--- config.mk ---
export PLATFORM = sky130hd
export DESIGN_NAME = bba_ctrl
export DESIGN_NICKNAME = d
export VERILOG_FILES = /design/src/rtl/bba_pkg.sv /design/src/rtl/bba_ctrl.sv
export SDC_FILE = /design/constraint.sdc
export NUM_CORES = 1
export LEC_CHECK = 0
export ABC_AREA = 1
export BUFFER_PORTS_ARGS = -buffer_cell sky130_fd_sc_hd__buf_4
export CAP_MARGIN = 10
export CORE_UTILIZATION = 50
export CTS_CLUSTER_DIAMETER = 150
export DETAILED_ROUTE_END_ITERATION = 12
export PLACE_DENSITY = 0.94
export SYNTH_ARGS = -nofsm -noshare
export SYNTH_HDL_FRONTEND = slang
export SYNTH_SLANG_ARGS = --single-unit
--- constraint.sdc ---
create_clock -name aclk -period 5.26 [get_ports aclk]
set_clock_uncertainty 0.1 [all_clocks]
set_input_delay 1.578 -clock aclk [delete_from_list [all_inputs] [get_ports aclk]]
set_output_delay 1.578 -clock aclk [all_outputs]
set_load 0.01 [all_outputs]
--- src/rtl/bba_pkg.sv ---
package bba_pkg;

    localparam int DEF_LEVELS    = 16;
    localparam int DEF_PAGE_BITS = 12;
    localparam int SIZE_W        = 28;
    localparam int ADDR_W        = 32;

    localparam logic [1:0] FUNC_ALLOC = 2'd0;
    localparam logic [1:0] FUNC_FREE  = 2'd1;
    localparam logic [1:0] FUNC_RESV  = 2'd2;

    localparam logic [1:0] ST_OK     = 2'd0;
    localparam logic [1:0] ST_NOFREE = 2'd1;
    localparam logic [1:0] ST_BAD    = 2'd2;

    localparam logic REG_BASE = 1'b0;

    typedef enum logic [2:0] {
        PTR_HOLD, PTR_SIZE_INIT, PTR_DOWN, PTR_UP, PTR_FROM_CAND, PTR_FREE_INIT
    } ptr_op_t;

    typedef enum logic [2:0] {
        CAND_HOLD, CAND_ZERO, CAND_RESV, CAND_NEXT, CAND_FROM_PTR
    } cand_op_t;

    typedef enum logic [2:0] {
        SEL_CUR, SEL_CAND, SEL_BUDDY, SEL_PARENT, SEL_CHILD0, SEL_CHILD1
    } sel_t;

    typedef enum logic [1:0] {
        USED_HOLD, USED_ADD, USED_SUB
    } used_op_t;

    typedef struct packed {
        logic       ld_req;
        ptr_op_t    ptr_op;
        cand_op_t   cand_op;
        sel_t       rd_sel;
        logic       wr_en;
        logic       wr_data;
        used_op_t   used_op;
        logic       res_set;
        logic [1:0] res_status;
        logic       res_addr_en;
        logic       out_load;
    } bba_cmd_t;

    typedef struct packed {
        logic       clr_busy;
        logic [1:0] func;
        logic       size_big;
        logic       size_gt_bs;
        logic       lvl_zero;
        logic       lvl_leaf;
        logic       rel_out;
        logic       misaligned;
        logic       mark;
        logic       cand_last;
        logic       out_full;
    } bba_sts_t;

endpackage

--- src/rtl/bba_ctrl.sv ---
module bba_ctrl (
    input  logic              aclk,
    input  logic              aresetn,
    input  logic              s_tvalid,
    output logic              s_tready,
    input  logic              m_tready,
    input  bba_pkg::bba_sts_t sts,
    output bba_pkg::bba_cmd_t cmd
);
    import bba_pkg::*;

    localparam logic [3:0] S_IDLE     = 4'd0;
    localparam logic [3:0] S_SIZE     = 4'd1;
    localparam logic [3:0] S_CAND_RD  = 4'd2;
    localparam logic [3:0] S_CAND_EV  = 4'd3;
    localparam logic [3:0] S_ANC      = 4'd4;
    localparam logic [3:0] S_ANC_BUD  = 4'd5;
    localparam logic [3:0] S_ANC_PAR  = 4'd6;
    localparam logic [3:0] S_MARK     = 4'd7;
    localparam logic [3:0] S_FREE_CHK = 4'd8;
    localparam logic [3:0] S_FUP_RD   = 4'd9;
    localparam logic [3:0] S_FUP_EV   = 4'd10;
    localparam logic [3:0] S_FCH0     = 4'd11;
    localparam logic [3:0] S_FCH1     = 4'd12;
    localparam logic [3:0] S_FCLR     = 4'd13;
    localparam logic [3:0] S_FCLR_EV  = 4'd14;
    localparam logic [3:0] S_DONE     = 4'd15;

    logic [3:0] state_reg, state_next;
    logic       reject;

    assign s_tready = (state_reg == S_IDLE) && !sts.clr_busy;

    always_comb begin
        cmd        = '0;
        state_next = state_reg;
        reject     = 1'b0;
        unique case (state_reg)
            S_IDLE: begin
                if (s_tvalid && s_tready) begin
                    cmd.ld_req = 1'b1;
                    cmd.ptr_op = PTR_SIZE_INIT;
                    state_next = S_FREE_CHK;
                end
            end
            S_FREE_CHK: begin
                priority if (sts.func == FUNC_ALLOC || sts.func == FUNC_RESV) begin
                    state_next = S_SIZE;
                end else if (sts.func == FUNC_FREE) begin
                    if (sts.rel_out) begin
                        cmd.res_set    = 1'b1;
                        cmd.res_status = ST_BAD;
                        state_next     = S_DONE;
                    end else begin
                        cmd.ptr_op = PTR_FREE_INIT;
                        state_next = S_FUP_RD;
                    end
                end else begin
                    cmd.res_set    = 1'b1;
                    cmd.res_status = ST_BAD;
                    state_next     = S_DONE;
                end
            end
            S_SIZE: begin
                priority if (sts.size_big) begin
                    cmd.res_set    = 1'b1;
                    cmd.res_status = ST_BAD;
                    state_next     = S_DONE;
                end else if (!sts.lvl_zero && sts.size_gt_bs) begin
                    cmd.ptr_op = PTR_DOWN;
                end else if (sts.func == FUNC_ALLOC) begin
                    cmd.cand_op = CAND_ZERO;
                    state_next  = S_CAND_RD;
                end else if (sts.rel_out || sts.misaligned) begin
                    cmd.res_set    = 1'b1;
                    cmd.res_status = ST_BAD;
                    state_next     = S_DONE;
                end else begin
                    cmd.cand_op = CAND_RESV;
                    state_next  = S_CAND_RD;
                end
            end
            S_CAND_RD: begin
                cmd.rd_sel = SEL_CAND;
                cmd.ptr_op = PTR_FROM_CAND;
                state_next = S_CAND_EV;
            end
            S_CAND_EV: begin
                if (sts.mark) begin
                    reject = 1'b1;
                end else begin
                    state_next = S_ANC;
                end
            end
            S_ANC: begin
                if (sts.lvl_zero) begin
                    cmd.ptr_op = PTR_FROM_CAND;
                    state_next = S_MARK;
                end else begin
                    cmd.rd_sel = SEL_BUDDY;
                    state_next = S_ANC_BUD;
                end
            end
            S_ANC_BUD: begin
                if (sts.mark) begin
                    cmd.ptr_op = PTR_FROM_CAND;
                    state_next = S_MARK;
                end else begin
                    cmd.rd_sel = SEL_PARENT;
                    cmd.ptr_op = PTR_UP;
                    state_next = S_ANC_PAR;
                end
            end
            S_ANC_PAR: begin
                if (sts.mark) begin
                    reject = 1'b1;
                end else begin
                    state_next = S_ANC;
                end
            end
            S_MARK: begin
                cmd.wr_en   = 1'b1;
                cmd.wr_data = 1'b1;
                if (sts.lvl_zero) begin
                    cmd.used_op     = USED_ADD;
                    cmd.res_set     = 1'b1;
                    cmd.res_status  = ST_OK;
                    cmd.res_addr_en = 1'b1;
                    state_next      = S_DONE;
                end else begin
                    cmd.ptr_op = PTR_UP;
                end
            end
            S_FUP_RD: begin
                cmd.rd_sel = SEL_CUR;
                state_next = S_FUP_EV;
            end
            S_FUP_EV: begin
                priority if (sts.mark) begin
                    cmd.cand_op = CAND_FROM_PTR;
                    if (sts.lvl_leaf) begin
                        state_next = S_FCLR;
                    end else begin
                        cmd.rd_sel = SEL_CHILD0;
                        state_next = S_FCH0;
                    end
                end else if (sts.lvl_zero) begin
                    cmd.res_set    = 1'b1;
                    cmd.res_status = ST_BAD;
                    state_next     = S_DONE;
                end else begin
                    cmd.ptr_op = PTR_UP;
                    state_next = S_FUP_RD;
                end
            end
            S_FCH0: begin
                if (sts.mark) begin
                    cmd.res_set    = 1'b1;
                    cmd.res_status = ST_BAD;
                    state_next     = S_DONE;
                end else begin
                    cmd.rd_sel = SEL_CHILD1;
                    state_next = S_FCH1;
                end
            end
            S_FCH1: begin
                if (sts.mark) begin
                    cmd.res_set    = 1'b1;
                    cmd.res_status = ST_BAD;
                    state_next     = S_DONE;
                end else begin
                    state_next = S_FCLR;
                end
            end
            S_FCLR: begin
                cmd.wr_en   = 1'b1;
                cmd.wr_data = 1'b0;
                if (sts.lvl_zero) begin
                    cmd.used_op    = USED_SUB;
                    cmd.res_set    = 1'b1;
                    cmd.res_status = ST_OK;
                    state_next     = S_DONE;
                end else begin
                    cmd.rd_sel = SEL_BUDDY;
                    state_next = S_FCLR_EV;
                end
            end
            S_FCLR_EV: begin
                if (sts.mark) begin
                    cmd.used_op    = USED_SUB;
                    cmd.res_set    = 1'b1;
                    cmd.res_status = ST_OK;
                    state_next     = S_DONE;
                end else begin
                    cmd.ptr_op = PTR_UP;
                    state_next = S_FCLR;
                end
            end
            S_DONE: begin
                if (!sts.out_full || m_tready) begin
                    cmd.out_load = 1'b1;
                    state_next   = S_IDLE;
                end
            end
            default: state_next = S_IDLE;
        endcase
        if (reject) begin
            if (sts.func == FUNC_ALLOC && !sts.cand_last) begin
                cmd.cand_op = CAND_NEXT;
                state_next  = S_CAND_RD;
            end else begin
                cmd.res_set    = 1'b1;
                cmd.res_status = ST_NOFREE;
                state_next     = S_DONE;
            end
        end
    end

    always_ff @(posedge aclk) begin
        if (!aresetn) begin
            state_reg <= S_IDLE;
        end else begin
            state_reg <= state_next;
        end
    end

endmodule

==> results of run 1 <==
==> power by group through the flow <==
stage	sequential [mW]	clock [mW]	combinational, mW
4_1_cts	0.0635	0.0425	0.293
5_1_grt	0.0668	0.0443	0.330
6_report	0.0643	0.0426	0.297
3_5_place_dp	0.0642	0	0.290
2_1_floorplan	0.0593	0	0.199
3_3_place_gp	0.0636	0	0.284
==> cell usage in the layout, fill, tap and decap left out <==
cell type   n
o2111ai_1   2
buf_4      35
nor3_2      1
a21oi_1     7
nand4_1     1
inv_4       1
o21ai_0    11
o22ai_2     1
o21ai_1     1
nor3_1      3
inv_2       2
nand3b_1    1
inv_1      20
nand2_2     5
nor2_2      2
clkinv_4    1
o211ai_1    2
nand2_4     2
nor2_4      2
clkbuf_4    3
nand2_1    45
nand3_1    16
nor2_1     31
dfxtp_1     4
==> layout make-up <==
type | count | area share (%)
clock buffers | 3 | 2.02
inverters | 24 | 8.74
multi-input cells | 133 | 56.7
flip-flops and latches | 4 | 7.17
well taps | 16 | 1.79
repair buffers | 35 | 23.5
==> kinds of logic after synthesis <==
group / share of synthesized area [%]
flops: 9.74
buf+inv: 13.2
compound gates: 17.0
simple gates: 60.0
==> cell usage after synthesis <==
master / instances / area (um^2)
o21ai_1: 1 / 5.00
inv_4: 1 / 6.26
nand2_2: 5 / 31.3
o22ai_2: 1 / 12.5
dfxtp_1: 4 / 80.1
nand3b_1: 1 / 7.51
inv_1: 20 / 75.1
clkinv_4: 1 / 8.76
nand2_4: 2 / 22.5
nor2_2: 2 / 12.5
nor2_4: 2 / 22.5
inv_2: 2 / 7.51
nor3_1: 3 / 15.0
buf_4: 1 / 7.51
clkbuf_1: 1 / 3.75
o211ai_1: 2 / 15.0
nor3_2: 1 / 10.0
a21oi_1: 7 / 35.0
nor2_1: 31 / 116
o2111ai_1: 2 / 17.5
o21ai_0: 11 / 55.1
nand3_1: 16 / 80.1
nand2_1: 45 / 169
nand4_1: 1 / 6.26
==> final timing paths <==
path                              from                        end  slack (ps)  cells after the start
max                            sts[10]                     cmd[4]         940                      7
min          state_reg[3]$_SDFFE_PN0P_  state_reg[3]$_SDFFE_PN0P_         510                      2
max reg2reg  state_reg[2]$_SDFFE_PN0P_  state_reg[3]$_SDFFE_PN0P_        3620                      7
min reg2reg  state_reg[3]$_SDFFE_PN0P_  state_reg[3]$_SDFFE_PN0P_         510                      2
==> worst max-delay path: cells and delay by family <==
family,cells,cell delay (ps)
buffers and inverters,3,350
AOI/OAI and AO/OA,1,120
and+or+nand+nor,3,580
==> metal layers <==
layer	track usage, %	wire, um	share of wire (%)
met1	40.6	1050	39
met2	54.8	1270	47
met3	1.72	270	10
met4	18.8	121	4.5
met5	0	0	0
==> out/qor.csv, run 1 <==
stage,metric,value,unit
placement,place_inst,212,
timing,worst_slew_pin_slew,326,ps
power,design_power_total,0.404,mW
power,seqPwrFrac,15.9,%
power,switching_share,54.8,%
drt,antenna_left,0,
grt,antenna_found_initial,0,
floorplanning,rows,14,
job,cap_violations,0,
timing,finalSetupTns,0,ps
setup_path,end_kind,output pin,
power,p_comb_share,73.5,%
clock_tree,cts_buffers,3,
power,p_int,0.183,mW
clock_tree,cts-root-buf,clkbuf_4,
final_layout,area.growth.synth_to_final,35.8,%
floorplanning,coreArea,0.00152,mm^2
final_layout,drive_gt1_share,27.6,%
power,power_density,362,mW/mm^2
final_layout,fin_cells,215,
placement,globalplace.congestion,0.937,
drt,via_count,1207,
timing,rsz0062_at_grt,false,
worst_hold_path,hold_class,reg2reg,
synthesis,netlist_area,822,um^2
final_layout,insertedDiodeCount,0,
outcome,status,completed,
timing,slew_headroom,78.2,%
clock_tree,postCtsSetupRepairBufs,0,
floorplanning,initial_core_util,53.9,%
setup_path,crit_chain,buf_4 -> nor2_1 -> inv_1 -> nor2_1 -> nand3b_1 -> o2111ai_1 -> buf_4,
grt,grt_pass1_vias,1108,
clock_tree,tritoncts,yes,
power,p_leak,0.666,nW
drt,drcViolationCount,0,
timing,setup_viol,0,
placement,dpl_cell_area,0.00109,mm^2
timing,min_period,4320,ps
final_layout,multi_input_area,633,um^2
clock_tree,clk_latency,250,ps
synthesis,synth_fp_nets,179,
floorplanning,die_width,42.5,um
grt,track_usage,32.5,%
placement,post-place-ws,941,ps
setup_path,slowest_stage,nor2_1,
setup_path,start_kind,input port,
final_layout,largest_register_ffs,4,
clock_tree,htreeDepth,1,
clock_tree,clock-sinks,4,
final_layout,final_core_util,73.2,%
synthesis,ys_warn_count,0,
timing,hold_viol,0,
power,pwr-share-clk,10.5,%
setup_path,slowest_delay,260,ps
setup_path,worst_ep_required_time,3580,ps
synthesis,synth_cells,163,
final_layout,nFillCells,142,
floorplanning,die_y,42.5,um
floorplanning,num_io_pins,36,
final_layout,num-nets-final,217,
timing,max_freq,232,MHz
placement,portBuffers,35,
grt,grt-ovfl-total,0,
final_layout,fin_area,0.00112,mm^2
synthesis,synth_cell_types,24,
clock_tree,cts-resized-gates,0,
final_layout,seq_area,80.1,um^2
clock_tree,clk_pin_slew_worst_paths,40,ps
drt,via_per_inst,5.61,
timing,post-route-period-util,82.1,%
synthesis,synth-seq-area-share,9.74,%
timing,slew_viol_final,0,
drt,drt_first_iter_violations,74,
grt,grt_pass1_wl,4550,um
timing,post-route-worst-setup-slack,941,ps
floorplanning,die_area,0.00181,mm^2
clock_tree,cts_hold_buf,0,
synthesis,ys_ff_latch,4,
power,p_switching,0.222,mW
power,ir_drop,0.213,mV
drt,finalWirelength,2710,um
placement,dpl.hpwl,2260,um
clock_tree,cts_buffer_depth,2,
setup_path,cp.arrival,2640,ps
timing,hold_ws,511,ps
setup_path,crit_path_max_fanout,3,
drt,first_pass_iters,5,
setup_path,critPathKind,in2out,
drt,detail_route.wl_per_cell,12.6,um
synthesis,syn_avg_cell_area,5.04,um^2
grt,grt_max_degree,12,
Power figures use the tool's default switching activity.
==> run 2, diff against run 1 <==
Settings changed: CORE_UTILIZATION 50 to 42, PLACE_DENSITY 0.94 to 0.85.
Clock period 5.26 ns to 3.6 ns, I/O delays scaled along.
==> out/qor.csv, run 2 (synthesis results as in run 1) <==
stage,metric,value,unit,change
outcome,status,completed,,
power,pwr-share-clk,9.3,%,-1.2 points
power,p_comb_share,74.5,%,+1.0 points
setup_path,worst_ep_required_time,2420,ps,-1160 ps
clock_tree,cts_hold_buf,0,,unchanged
drt,finalWirelength,2550,um,-6.0%
setup_path,cp.arrival,2150,ps,-490 ps
timing,slew_viol_final,0,,unchanged
setup_path,slowest_stage,nor2_1,,
drt,via_count,1176,,-2.6%
setup_path,reg2regPathDepth,7,,unchanged
timing,post-route-period-util,92.5,%,
timing,hold_viol,0,,unchanged
clock_tree,clock-sinks,4,,unchanged
clock_tree,clk_pin_slew_worst_paths,40,ps,about the same
setup_path,ff2ff_setup_slack,1970,ps,-1650 ps
drt,antenna_left,0,,unchanged
clock_tree,cts_buffer_depth,2,,unchanged
final_layout,multi_input_area,633,um^2,unchanged
floorplanning,die_width,46.2,um,+8.7%
final_layout,num-nets-final,217,,unchanged
job,cap_violations,0,,unchanged
final_layout,fin_cells,224,,+4.2%
placement,dpl_cell_area,0.00110,mm^2,+1.0%
drt,via_per_inst,5.25,,-6.5%
drt,drcViolationCount,0,,unchanged
final_layout,area.growth.synth_to_final,37.1,%,
floorplanning,coreArea,0.00178,mm^2,+17%
grt,track_usage,25.2,%,-7.3 points
power,seqPwrFrac,16.2,%,+0.3 points
grt,grt_pass1_vias,989,,-11%
power,power_density,515,mW/mm^2,+42%
setup_path,r2r_start,state_reg[2]$_SDFFE_PN0P_,,
grt,grt_max_degree,12,,unchanged
clock_tree,clk_latency,230,ps,-20 ps
timing,max_freq,300,MHz,
worst_hold_path,worstHoldPathCells,2,,unchanged
placement,portBuffers,35,,unchanged
grt,grt_pass1_wl,4030,um,-11%
floorplanning,initial_core_util,46.1,%,-7.8 points
clock_tree,postCtsSetupRepairBufs,0,,unchanged
setup_path,crit_path_max_fanout,4,,+1
final_layout,fin_area,0.00113,mm^2,+1.0%
placement,globalplace.congestion,0.938,,+0.18%
worst_hold_path,hold_path_end,state_reg[3]$_SDFFE_PN0P_,,
grt,antenna_found_initial,0,,unchanged
placement,place_inst,221,,+4.2%
worst_hold_path,hold_class,reg2reg,,
drt,first_pass_iters,5,,unchanged
floorplanning,num_io_pins,36,,unchanged
timing,rsz0062_at_grt,false,,
floorplanning,die_area,0.00214,mm^2,+18%
power,design_power_total,0.580,mW,+44%
final_layout,largest_register_ffs,4,,unchanged
timing,setup_viol,0,,unchanged
placement,post-place-ws,288,ps,-653 ps
clock_tree,cts-resized-gates,0,,unchanged
final_layout,drive_gt1_share,27.6,%,unchanged
placement,dpl.hpwl,2170,um,-4.1%
power,switching_share,54.1,%,-0.72 points
timing,slew_headroom,77.7,%,-0.49 points
power,p_int,0.266,mW,+46%
grt,grt-ovfl-total,0,,unchanged
drt,drt_first_iter_violations,69,,-6.8%
power,ir_drop,0.324,mV,+53%
setup_path,crit_chain,buf_4 -> nor2_1 -> inv_1 -> nor2_1 -> nand3b_1 -> o2111ai_1 -> buf_4,,
timing,worst_slew_pin_slew,331,ps,+5.23 ps
floorplanning,die_y,46.2,um,+8.7%
timing,post-route-worst-setup-slack,269,ps,-672 ps
clock_tree,cts-root-buf,clkbuf_4,,
setup_path,critPathTopFamily,simple AND/OR/NAND/NOR gates,,
clock_tree,tritoncts,yes,,
timing,finalSetupTns,0,ps,unchanged
setup_path,critPathKind,in2out,,
setup_path,r2r-end,state_reg[2]$_SDFFE_PN0P_,,
drt,detail_route.wl_per_cell,11.4,um,-9.8%
final_layout,nFillCells,180,,+27%
power,p_leak,0.666,nW,unchanged
setup_path,slowest_delay,250,ps,about the same
final_layout,final_common_cell,nand2_1,,
clock_tree,cts_buffers,3,,unchanged
power,p_switching,0.314,mW,+42%
worst_hold_path,min_from,state_reg[3]$_SDFFE_PN0P_,,
final_layout,layout_common_cells,"45 x nand2_1, 35 x buf_4, 31 x nor2_1",,
setup_path,critical_path_buf_inv_count,3,,unchanged
setup_path,end_kind,output pin,,
setup_path,start_kind,input port,,
clock_tree,htreeDepth,1,,unchanged
final_layout,insertedDiodeCount,0,,unchanged
timing,min_period,3330,ps,
floorplanning,rows,15,,+1
final_layout,seq_area,80.1,um^2,unchanged
==> run 2: cell counts in the layout (fill, tap and decap cells not counted) <==
No cell type changed its count.
==> run 2: how the worst max path moves through the flow <==
stage,from,slack [ps],depth (start not counted),end
floorplan,sts[10],620,5,cmd[4]
global placement,sts[10],350,7,cmd[4]
detailed placement,sts[10],290,7,cmd[4]
CTS,sts[10],280,7,cmd[4]
global route,sts[9],180,7,cmd[4]
finish,sts[9],270,7,cmd[4]
==> run 2: metal layers <==
layer	wire length, um	share of wire (%)	track usage (%)	vias up
li1	-	-	-	597
met5	0	0	0	-
met1	1100	43	32.3	501
met2	1200	47	43.7	70
met3	196	7.7	3.53	8
met4	49	1.9	6.47	0
==> run 2: area by class of cell <==
class	instances	area share, %
Tap cell	25	2.77
Clock buffer	3	2.00
Multi-Input combinational cell	133	56.2
Timing Repair Buffer	35	23.3
Inverter	24	8.66
Sequential cell	4	7.10
==> run 2: power groups by stage <==
stage                     clock [mW]  sequential [mW]  combinational (mW)
after global routing          0.0611           0.0970               0.477
after floorplan                    0           0.0867               0.291
after CTS                     0.0552           0.0932               0.426
final                         0.0541           0.0941               0.432
after global placement             0           0.0931               0.419
after detailed placement           0           0.0939               0.423
==> run 2: per-stage QoR <==
stage,util [%],hold WS (ps)
after floorplan,-,464
after global placement,62.0,500
after detailed placement,62.0,519
after CTS,63.2,536
after global routing,63.2,548
final,63.2,538
==> run 2: worst min-delay path, cell delays in order, from the launching register on <==
cell,delay (ps)
dfxtp_1,350
o21ai_0,180
nor2_1,50
==> run 3, diff against run 2 <==
Settings changed: CELL_PAD_IN_SITES_DETAIL_PLACEMENT set to 1, CELL_PAD_IN_SITES_GLOBAL_PLACEMENT set to 2, CORE_UTILIZATION 42 to 19, GPL_TIMING_DRIVEN set to 1.
==> out/qor.csv, run 3 (synthesis results as in run 1) <==
stage,metric,value,unit,change
outcome,status,completed,,
setup_path,critPathKind,in2out,,
floorplanning,die_y,67.8,um,+47%
timing,min_period,3320,ps,-8.70 ps
grt,antenna_found_initial,0,,unchanged
setup_path,worst_ep_required_time,2420,ps,about the same
timing,max_freq,301,MHz,+0.26%
job,cap_violations,0,,unchanged
clock_tree,clock-sinks,4,,unchanged
drt,drt_first_iter_violations,40,,-42%
setup_path,crit_path_max_fanout,4,,unchanged
clock_tree,cts-resized-gates,0,,unchanged
final_layout,nFillCells,576,,+220%
setup_path,end_kind,output pin,,
final_layout,area.growth.synth_to_final,43.2,%,
clock_tree,cts_buffers,3,,unchanged
final_layout,num-nets-final,217,,unchanged
clock_tree,tritoncts,yes,,
setup_path,slowest_delay,230,ps,-20 ps
placement,place_inst,246,,+11%
drt,drcViolationCount,0,,unchanged
final_layout,fin_cells,249,,+11%
grt,track_usage,15.2,%,-10 points
grt,grt-ovfl-total,0,,unchanged
final_layout,insertedDiodeCount,0,,unchanged
clock_tree,htreeDepth,1,,unchanged
final_layout,drive_gt1_share,27.6,%,unchanged
setup_path,ff2ff_setup_slack,1950,ps,-20 ps
drt,via_count,1130,,-3.9%
grt,grt_pass1_wl,5220,um,+30%
timing,post-route-period-util,92.3,%,-0.24 points
setup_path,critPathTopFamily,simple AND/OR/NAND/NOR gates,,
drt,finalWirelength,3160,um,+24%
power,design_power_total,0.626,mW,+7.8%
floorplanning,rows,23,,+8
clock_tree,cts_buffer_depth,2,,unchanged
floorplanning,die_area,0.00459,mm^2,+110%
worst_hold_path,min_from,state_reg[2]$_SDFFE_PN0P_,,
floorplanning,num_io_pins,36,,unchanged
timing,setup_viol,0,,unchanged
placement,dpl.hpwl,2740,um,+26%
setup_path,r2r-end,state_reg[2]$_SDFFE_PN0P_,,
power,power_density,531,mW/mm^2,+3.2%
placement,portBuffers,35,,unchanged
placement,globalplace.congestion,0.856,,-8.8%
floorplanning,die_width,67.8,um,+47%
setup_path,crit_chain,buf_4 -> nor2_1 -> inv_1 -> nor2_1 -> nand3b_1 -> o2111ai_1 -> buf_4,,
clock_tree,clk_latency,210,ps,-20 ps
setup_path,start_kind,input port,,
setup_path,critical_path_buf_inv_count,3,,unchanged
clock_tree,clk_pin_slew_worst_paths,30,ps,about the same
timing,slew_headroom,77.0,%,-0.72 points
final_layout,multi_input_area,633,um^2,unchanged
worst_hold_path,hold_class,reg2reg,,
timing,worst_slew_pin_slew,344,ps,+12.8 ps
worst_hold_path,hold_path_end,state_reg[2]$_SDFFE_PN0P_,,
drt,via_per_inst,4.54,,-14%
timing,rsz0062_at_grt,false,,
worst_hold_path,worstHoldPathCells,2,,unchanged
drt,antenna_left,0,,unchanged
setup_path,slowest_stage,nor2_1,,
floorplanning,coreArea,0.00409,mm^2,+130%
clock_tree,postCtsSetupRepairBufs,0,,unchanged
final_layout,final_common_cell,nand2_1,,
timing,slew_viol_final,0,,unchanged
drt,detail_route.wl_per_cell,12.7,um,+12%
final_layout,largest_register_ffs,4,,unchanged
final_layout,layout_common_cells,"45 x nand2_1, 35 x buf_4, 31 x nor2_1",,
clock_tree,cts-root-buf,clkbuf_8,,
drt,first_pass_iters,4,,-1
power,p_leak,0.673,nW,+1.2%
final_layout,seq_area,80.1,um^2,unchanged
timing,finalSetupTns,0,ps,unchanged
setup_path,cp.arrival,2140,ps,about the same
grt,grt_pass1_vias,1128,,+14%
setup_path,reg2regPathDepth,7,,unchanged
clock_tree,cts_hold_buf,0,,unchanged
power,ir_drop,0.180,mV,-45%
timing,hold_viol,0,,unchanged
setup_path,r2r_start,state_reg[2]$_SDFFE_PN0P_,,
grt,grt_max_degree,12,,unchanged
floorplanning,initial_core_util,20.1,%,-26 points
[run 3: cell counts in the layout (fill, tap and decap cells not counted)]
No cell type changed its count.
[run 3: metal layers]
| layer | global-route usage [%] | up-vias | share of wire (%) |
|---|---|---|---|
| met5 | 0 | - | 0 |
| met3 | 1.35 | 2 | 2.8 |
| met1 | 20.5 | 503 | 49 |
| met2 | 25.5 | 29 | 47 |
| met4 | 4.17 | 0 | 0.85 |
| li1 | - | 596 | - |
[run 3: power by group]
group / switching (mW) / total (mW) / internal (mW)
clock: 0.0204 / 0.0914 / 0.0710
sequential: 0.0342 / 0.0962 / 0.0620
combinational: 0.271 / 0.438 / 0.167
total: 0.325 / 0.626 / 0.300
[run 3: worst reg2reg max path: cells and delay by family, from the launching register on]
family	cells	cell delay (ps)
AO/OA/AOI/OAI	2	210
flip-flops	1	440
buffers and inverters	1	160
AND/OR/NAND/NOR	4	630
[run 3: layout make-up]
type,count,share of cell area (%)
multi-input cells,133,53.8
clock buffers,3,3.51
well taps,50,5.31
repair buffers,35,22.3
flip-flops and latches,4,6.80
inverters,24,8.29
[run 3: stage by stage]
step | hold slack (ps) | cell area (um^2) | utilization, % | setup slack, ps
3_5_place_dp | 534 | 1140 | 27.8 | 282
3_3_place_gp | 518 | 1140 | 27.8 | 275
4_1_cts | 543 | 1180 | 28.8 | 273
2_1_floorplan | 464 | 822 | - | 621
6_report | 545 | 1180 | 28.8 | 278
5_1_grt | 581 | 1180 | 28.8 | 97.4
[run 3: worst max path at each step]
stage	from	end	slack, ps	cells after the start
global route	sts[9]	cmd[4]	100	7
finish	sts[9]	cmd[4]	280	7
global placement	sts[9]	cmd[4]	280	7
detailed placement	sts[9]	cmd[4]	280	7
CTS	sts[9]	cmd[4]	270	7
floorplan	sts[10]	cmd[4]	620	5
